### src/design/kebd_pkg.sv
// Shared types and constants for the key event block decoder.
`default_nettype none
package kebd_pkg;

  localparam int MAX_EVENTS_DEF = 8;

  // configuration register indexes
  localparam int CFG_IDX_W = 3;
  localparam logic [CFG_IDX_W-1:0] CFG_ATTN  = 3'd0;
  localparam logic [CFG_IDX_W-1:0] CFG_UP    = 3'd1;
  localparam logic [CFG_IDX_W-1:0] CFG_DOWN  = 3'd2;
  localparam logic [CFG_IDX_W-1:0] CFG_LEFT  = 3'd3;
  localparam logic [CFG_IDX_W-1:0] CFG_RIGHT = 3'd4;
  localparam int CFG_DATA_W = 8;

  // key codes and block constants
  localparam logic [7:0] DEPTH_MASK  = 8'h3f;
  localparam logic [7:0] CODE_ESC    = 8'hb1;
  localparam logic [7:0] CODE_LEFT   = 8'hb4;
  localparam logic [7:0] CODE_UP     = 8'hb5;
  localparam logic [7:0] CODE_DOWN   = 8'hb6;
  localparam logic [7:0] CODE_RIGHT  = 8'hb7;
  localparam logic [7:0] CODE_MOD_LO = 8'ha1;
  localparam logic [7:0] CODE_CTRL   = 8'ha5;
  localparam logic [7:0] ESC_CHAR    = 8'h1b;
  localparam logic [7:0] STATE_IDLE  = 8'h00;
  localparam logic [7:0] STATE_REL   = 8'h03;

  localparam logic RESULT_KEY     = 1'b0;
  localparam logic RESULT_SUMMARY = 1'b1;

  // result queue
  localparam int QDEPTH = 4;
  localparam int QPTR_W = 2;
  localparam int QCNT_W = 3;

  typedef struct packed {
    logic [7:0] block_byte;
    logic       block_start;
    logic       line_level;
  } in_word_t;

  typedef struct packed {
    logic       result_kind;
    logic [7:0] key_value;
    logic [1:0] event_type;
    logic       more_pending;
    logic       last_result;
  } out_word_t;

endpackage
`default_nettype wire

### src/design/key_event_block_decoder.sv
// Top level: byte-serial key status block decoder with result queue.
`default_nettype none
// Takes one block byte per cycle while in_ready is high.
// A block is 4 + 2*MAX_EVENTS bytes; its last byte yields a summary word,
// and may also yield a key word, so that byte puts up to two queue words.
// Decoding is a single pass of compares per byte; results go to a 4-entry
// queue and in_ready is high while at least two entries are free, so with
// out_ready held high the block sustains one byte per cycle. Config writes
// take effect the next cycle and must be done while the block is idle.
module key_event_block_decoder #(
  parameter int MAX_EVENTS = kebd_pkg::MAX_EVENTS_DEF
) (
  input  wire                               clk,
  input  wire                               rst_n,
  input  wire                               in_valid,
  output logic                              in_ready,
  input  wire kebd_pkg::in_word_t           in_data,
  output logic                              out_valid,
  input  wire                               out_ready,
  output kebd_pkg::out_word_t               out_data,
  input  wire                               cfg_we,
  input  wire [kebd_pkg::CFG_IDX_W-1:0]     cfg_index,
  input  wire [kebd_pkg::CFG_DATA_W-1:0]    cfg_data
);

  localparam int BLOCK_LEN = 4 + 2 * MAX_EVENTS;
  localparam int POS_W     = $clog2(BLOCK_LEN + 1);
  localparam int CNT_W     = $clog2(MAX_EVENTS + 1);

  // config registers
  logic       attn_r;
  logic [7:0] kc_up_r, kc_down_r, kc_left_r, kc_right_r;

  // parse state
  logic [POS_W-1:0] pos_r, pos_nxt;
  logic [5:0]       qdepth_r, qdepth_nxt;
  logic [CNT_W-1:0] evcnt_r, evcnt_nxt;
  logic             stopped_r, stopped_nxt;
  logic [7:0]       held_r, held_nxt;
  logic             ctrl_r, ctrl_nxt;

  // result queue
  kebd_pkg::out_word_t          q_r [kebd_pkg::QDEPTH];
  logic [kebd_pkg::QPTR_W-1:0]  wr_ptr_r, rd_ptr_r;
  logic [kebd_pkg::QCNT_W-1:0]  cnt_r;

  logic             in_acc, out_acc;
  logic [7:0]       b;
  logic [POS_W-1:0] pos_eff, idx;
  logic             stopped_eff;
  logic [7:0]       held_eff;
  logic             active, in_pairs, is_last;
  logic             is_mod, ev_push, sum_push;
  logic [7:0]       key_val;
  logic             special;
  logic             more;
  kebd_pkg::out_word_t ev_word, sum_word;
  logic [1:0]       n_push;

  assign in_acc  = in_valid && in_ready;
  assign out_acc = out_valid && out_ready;
  assign b       = in_data.block_byte;

  always_comb begin
    pos_eff     = in_data.block_start ? '0 : pos_r;
    stopped_eff = in_data.block_start ? 1'b0 : stopped_r;
    held_eff    = in_data.block_start ? 8'h00 : held_r;
    active      = pos_eff < POS_W'(BLOCK_LEN);
    is_last     = pos_eff == POS_W'(BLOCK_LEN - 1);
    idx         = (pos_eff - POS_W'(4)) >> 1;
    in_pairs    = (pos_eff >= POS_W'(4)) && (idx < POS_W'(evcnt_r)) && !stopped_eff;
    is_mod      = (b >= kebd_pkg::CODE_MOD_LO) && (b <= kebd_pkg::CODE_CTRL);

    special = 1'b1;
    case (b)
      kebd_pkg::CODE_UP:    key_val = kc_up_r;
      kebd_pkg::CODE_DOWN:  key_val = kc_down_r;
      kebd_pkg::CODE_LEFT:  key_val = kc_left_r;
      kebd_pkg::CODE_RIGHT: key_val = kc_right_r;
      default: begin
        special = 1'b0;
        if (b == kebd_pkg::CODE_ESC) key_val = kebd_pkg::ESC_CHAR;
        // ctrl folds letters of either case to 1..26
        else if (ctrl_r && ((b >= 8'h61 && b <= 8'h7a) || (b >= 8'h41 && b <= 8'h5a)))
          key_val = {3'b000, b[4:0]};
        else key_val = b;
      end
    endcase

    ev_push  = active && in_pairs && pos_eff[0] && !is_mod;
    sum_push = active && is_last;
    more     = (8'(qdepth_r) > 8'(evcnt_r)) || (attn_r && in_data.line_level);

    ev_word.result_kind  = kebd_pkg::RESULT_KEY;
    ev_word.key_value    = key_val;
    ev_word.event_type   = {special, held_eff == kebd_pkg::STATE_REL};
    ev_word.more_pending = 1'b0;
    ev_word.last_result  = !sum_push;

    sum_word.result_kind  = kebd_pkg::RESULT_SUMMARY;
    sum_word.key_value    = 8'h00;
    sum_word.event_type   = 2'b00;
    sum_word.more_pending = more;
    sum_word.last_result  = 1'b1;

    n_push = {1'b0, ev_push} + {1'b0, sum_push};

    pos_nxt     = pos_r;
    qdepth_nxt  = qdepth_r;
    evcnt_nxt   = evcnt_r;
    stopped_nxt = stopped_r;
    held_nxt    = held_r;
    ctrl_nxt    = ctrl_r;
    if (active) begin
      pos_nxt     = pos_eff + POS_W'(1);
      stopped_nxt = stopped_eff;
      held_nxt    = held_eff;
      if (pos_eff == '0) begin
        qdepth_nxt  = b[5:0] & kebd_pkg::DEPTH_MASK[5:0];
        evcnt_nxt   = '0;
        stopped_nxt = 1'b0;
        held_nxt    = 8'h00;
      end else if (pos_eff == POS_W'(3)) begin
        evcnt_nxt = (b > 8'(MAX_EVENTS)) ? CNT_W'(MAX_EVENTS) : CNT_W'(b);
      end else if (in_pairs) begin
        if (!pos_eff[0]) begin
          if (b == kebd_pkg::STATE_IDLE) stopped_nxt = 1'b1;
          else held_nxt = b;
        end else if (b == kebd_pkg::CODE_CTRL) begin
          ctrl_nxt = held_eff != kebd_pkg::STATE_REL;
        end
      end
    end
  end

  always_ff @(posedge clk) begin
    if (!rst_n) begin
      attn_r     <= 1'b0;
      kc_up_r    <= 8'd1;
      kc_down_r  <= 8'd2;
      kc_left_r  <= 8'd3;
      kc_right_r <= 8'd4;
    end else if (cfg_we) begin
      case (cfg_index)
        kebd_pkg::CFG_ATTN:  attn_r     <= cfg_data[0];
        kebd_pkg::CFG_UP:    kc_up_r    <= cfg_data;
        kebd_pkg::CFG_DOWN:  kc_down_r  <= cfg_data;
        kebd_pkg::CFG_LEFT:  kc_left_r  <= cfg_data;
        kebd_pkg::CFG_RIGHT: kc_right_r <= cfg_data;
        default: ;
      endcase
    end
  end

  always_ff @(posedge clk) begin
    if (!rst_n) begin
      pos_r     <= '0;
      qdepth_r  <= '0;
      evcnt_r   <= '0;
      stopped_r <= 1'b0;
      held_r    <= 8'h00;
      ctrl_r    <= 1'b0;
    end else if (in_acc) begin
      pos_r     <= pos_nxt;
      qdepth_r  <= qdepth_nxt;
      evcnt_r   <= evcnt_nxt;
      stopped_r <= stopped_nxt;
      held_r    <= held_nxt;
      ctrl_r    <= ctrl_nxt;
    end
  end

  // queue payload: key word first, summary behind it
  always_ff @(posedge clk) begin
    if (in_acc) begin
      if (ev_push) q_r[wr_ptr_r] <= ev_word;
      if (sum_push) begin
        if (ev_push) q_r[kebd_pkg::QPTR_W'(wr_ptr_r + 1'b1)] <= sum_word;
        else q_r[wr_ptr_r] <= sum_word;
      end
    end
  end

  always_ff @(posedge clk) begin
    if (!rst_n) begin
      wr_ptr_r <= '0;
      rd_ptr_r <= '0;
      cnt_r    <= '0;
    end else begin
      if (in_acc) wr_ptr_r <= wr_ptr_r + kebd_pkg::QPTR_W'(n_push);
      if (out_acc) rd_ptr_r <= rd_ptr_r + 1'b1;
      cnt_r <= cnt_r + (in_acc ? kebd_pkg::QCNT_W'(n_push) : '0)
                     - kebd_pkg::QCNT_W'(out_acc);
    end
  end

  assign in_ready  = cnt_r <= kebd_pkg::QCNT_W'(kebd_pkg::QDEPTH - 2);
  assign out_valid = cnt_r != '0;
  assign out_data  = q_r[rd_ptr_r];

`ifndef SYNTH
  a_cnt_bound: assert property (@(posedge clk) disable iff (!rst_n)
    cnt_r <= kebd_pkg::QCNT_W'(kebd_pkg::QDEPTH))
    else $error("result queue overflow");

  a_pos_bound: assert property (@(posedge clk) disable iff (!rst_n)
    pos_r <= POS_W'(BLOCK_LEN))
    else $error("byte position past block end");

  a_start_pos: assert property (@(posedge clk) disable iff (!rst_n)
    in_acc && in_data.block_start |=> pos_r == POS_W'(1))
    else $error("block start did not restart position");

  a_sum_last: assert property (@(posedge clk) disable iff (!rst_n)
    out_valid && out_data.result_kind == kebd_pkg::RESULT_SUMMARY |-> out_data.last_result)
    else $error("summary word not marked last");
`endif

endmodule
`default_nettype wire

### config.mk
export PLATFORM = sky130hd
export DESIGN_NAME = key_event_block_decoder
export DESIGN_NICKNAME = d
export VERILOG_FILES = /design/src/design/kebd_pkg.sv /design/src/design/key_event_block_decoder.sv
export SDC_FILE = /design/constraint.sdc
export NUM_CORES = 1
export LEC_CHECK = 0
export ABC_AREA = 1
export BUFFER_PORTS_ARGS = -buffer_cell sky130_fd_sc_hd__buf_2
export CORE_MARGIN = 3
export CORE_UTILIZATION = 55
export DETAILED_ROUTE_END_ITERATION = 12
export MAX_ROUTING_LAYER = met4
export PLACE_DENSITY_LB_ADDON = 0.25
export SKIP_LAST_GASP = 1
export SYNTH_ARGS = -nofsm -noshare
export SYNTH_HDL_FRONTEND = slang
export SYNTH_SLANG_ARGS = --single-unit
### constraint.sdc
create_clock -name clk -period 3.45 [get_ports clk]
set_input_delay 0 -clock clk [delete_from_list [all_inputs] [get_ports clk]]
set_output_delay 0 -clock clk [all_outputs]
set_load 0.005 [all_outputs]
==> summary.md <==
| Metric | Value |
|---|---|
| Clk sinks | 119 |
| IO Pins | 41 |
| Core Area | 0.01098 mm² |
| Max FO, Critical Path | 5 |
| Synth Instances | 913 |
| Full die area | 0.01275 mm² |
| Critical path class | flip-flop to flip-flop |
| #FFs+latches synth | 119 |
| Final Cycle Share | 93.75% |
| EDFF count, synth | 4 |
| CTS H-tree depth | 4 |
| Fin util | 67.25% |
| Wire per inst | 14.74 µm |
| Vias in the first global route | 5,894 |
| P&R area growth vs syn | 17.47% |
| GPL Wtd Cong | 0.8990 |
| Crit path time final | 3.234 ns |
| WL final | 16.63 mm |
| Primary FF master, synth | dfxtp_1 |
| # Max-Cap Violations | 0 |
| Total gr overflow | 0 |
| Antenna viol nets, final | 0 |
| Worst path arrival time | 3.52 ns |
| Rel. slew slack | 40.25% |
| Initial Utilization | 57.25% |
| Hold Vio Cnt, Final | 0 |
| Largest net degree at the start of global routing | 63 |
| Worst setup margin | 0.2157 ns |
| Worst-margin pin slew | 0.8952 ns |
| Setup violators final | 0 |
| Initial antenna violation count | 0 |
| Clock Pin Slew Worst Setup and Hold Paths | 0.05 ns |
| Fill cells | 965 |
| IO buf count | 40 |
| Skew final | 0.007877 ns |
| Ys async rst share | 0% |
| Tot GR Track Use | 27.78% |
| Mapped Area | 0.006287 mm² |
| Max-slew violation count | 0 |
| Global-route wire length before repair | 27.99 mm |
| Row count | 38 |
| Unique masters post-synth | 40 |
| Routed via count | 6,228 |
| Residual DRC | 0 |
| Power per Cell Area | 576.5 mW/mm² |
| CTS Buf Count | 17 |
| Layout cells sized above 1 | 13.26% |
| Hold Path Depth | 3 |
| CTS root buffer | clkbuf_16 |
| Peak supply drop | 0.4513 mV |
| Pre-CTS WS | -0.02392 ns |
| # diodes | 0 |
| DIE HEIGHT | 112.9 µm |
| Outcome | complete, no violations |
| Iter 0 DRT Violations | 474 |
| Worst setup SP type | flip-flop |
| Drt via density | 5.521 |
| Reg2reg path depth | 22 |
| Mapped Avg Cell Area | 6.886 µm² |
| Hold Path Class | primary input to flip-flop |
| Worst endpoint required time | 3.74 ns |
| Static leakage | 3.540 nW |
| CP endpoint kind | flip-flop |
| Placed wire-length estimate | 10.91 mm |
| TritonCTS clock tree | built |
| Clk buf depth | 2 |
| First drt pass iteration count | 5 |
| FMAX | 0.3092 GHz |
| Layout Nets | 1,022 |
| Clock insertion delay at the later pin of the skew report | 0.42 ns |
| Post-Synthesis Net Count | 957 |
| Sequential element share of the synthesized area | 38.53% |
| Syn. warnings | 0 |
| Die width | 112.9 µm |
[flip-flops by register name, summed over array words and instances (netlist names), named ones only]
| name | count |
|---|---|
| kc_left_r | 8 |
| evcnt_r | 4 |
| ctrl_r | 1 |
| kc_up_r | 8 |
| stopped_r | 1 |
| pos_r | 5 |
| wr_ptr_r | 2 |
| held_r | 8 |
| q_r | 52 |
| rd_ptr_r | 2 |
| qdepth_r | 6 |
| cnt_r | 3 |
| kc_right_r | 8 |
| kc_down_r | 8 |
| attn_r | 1 |
[area by class of cell]
class / count / area, µm² / share of cell area [%]
Multi-Input combinational cell: 677 / 3378 / 45.74
Sequential cell: 119 / 2422 / 32.80
Tap cell: 140 / 175.2 / 2.372
Inverter: 84 / 315.3 / 4.269
Clock buffer: 26 / 509.2 / 6.895
Clock inverter: 3 / 42.54 / 0.5760
Timing Repair Buffer: 79 / 543.0 / 7.352
[synth_stat cells, drive strengths merged, types with 2 or more instances]
master / n / share of area, %
nand2: 191 / 13
nor2: 163 / 10
dfxtp: 115 / 37
nand3: 104 / 9.4
o21ai: 84 / 6.7
inv: 78 / 4.7
a21oi: 75 / 6.1
clkbuf: 18 / 1.2
ha: 17 / 3.4
buf: 15 / 1.9
nand4: 11 / 1.1
o22ai: 10 / 1.0
nor3: 8 / 0.90
clkinv: 6 / 0.36
edfxtp: 4 / 1.9
a31oi: 3 / 0.40
xor2: 3 / 0.42
or2: 2 / 0.20
[layer usage]
layer	up-vias	GRT usage [%]	part of all wire (%)
met3	35	5.829	5.6
met4	0	10.02	2.0
li1	3136	-	-
met5	-	-	0
met2	202	44.31	48
met1	2855	34.94	45
[layout by cell type (no fill, tap or decap), types with 7 or more instances in the layout]
master           n
nor2_1         153
ha_1            16
nand3_1         98
o22ai_1         10
dlygate4sd3_1   20
nand4_1         11
nand2_2          9
dfxtp_1        115
nor2_2           7
buf_4           19
buf_2           40
a21oi_1         72
clkbuf_16       17
nand2_1        176
o21ai_1          9
o21ai_0         75
inv_1           72
[worst paths after layout]
| check | startpoint | end | slack (ns) |
|---|---|---|---|
| min | in_data[6] | qdepth_r[4]$_SDFFE_PN0P_ | 0.04 |
| max reg2reg | pos_r[2]$_SDFFE_PN0P_ | cnt_r[2]$_SDFF_PN0_ | 0.22 |
| max | pos_r[2]$_SDFFE_PN0P_ | cnt_r[2]$_SDFF_PN0_ | 0.22 |
| min reg2reg | kc_left_r[4]$_SDFFE_PN0P_ | kc_left_r[4]$_SDFFE_PN0P_ | 0.45 |
[cell families after synthesis]
logic type | count (synthesis) | synth area share, %
flops | 119 | 38.53
fa+ha+maj | 18 | 3.701
compound gates | 175 | 14.61
simple gates | 480 | 34.43
xor+xnor | 4 | 0.5573
buf+inv | 117 | 8.179
[through the flow]
stage,instance area (µm²),total power [mW],TNS (ns),hold slack [ns],std cells
floorplan,6287,2.268,0,0.1132,913
global placement,6584,2.555,0,0.2509,1076
detailed placement,6584,2.570,-0.02392,0.2567,1076
CTS,7338,4.246,0,0.01961,1125
global route,7386,4.481,-0.005469,0.04000,1128
finish,7386,4.258,0,0.03886,1128
[critical path, cell delays in order (launching register included)]
cell     delay (ns)
dfxtp_1        0.31
nand2_2        0.11
nand2_2        0.08
nand2_1        0.07
inv_1          0.05
or2_2          0.29
ha_4           0.22
a21o_1         0.15
nor2_1         0.11
nand2_2        0.09
nor2_4         0.14
nand2_4        0.06
inv_1          0.06
ha_1           0.24
nand2_1        0.08
ha_1           0.22
inv_1          0.06
ha_1           0.13
inv_1          0.05
fa_2           0.33
xor2_1         0.16
inv_1          0.06
nor2_1         0.03
[what timing repair did]
action	4_1_cts	5_1_grt
resized for setup	1	5
setup buffers	0	3
endpoints found under the setup margin	1	10
hold endpoints to repair	42	0
hold buffers	20	0
pin swaps	0	3
[power by group]
group	switching, mW	total, mW	internal [mW]
clock	0.591	1.66	1.07
sequential	0.0838	1.60	1.51
combinational	0.627	0.998	0.371
total	1.30	4.26	2.96
Power figures use the tool's default switching activity.
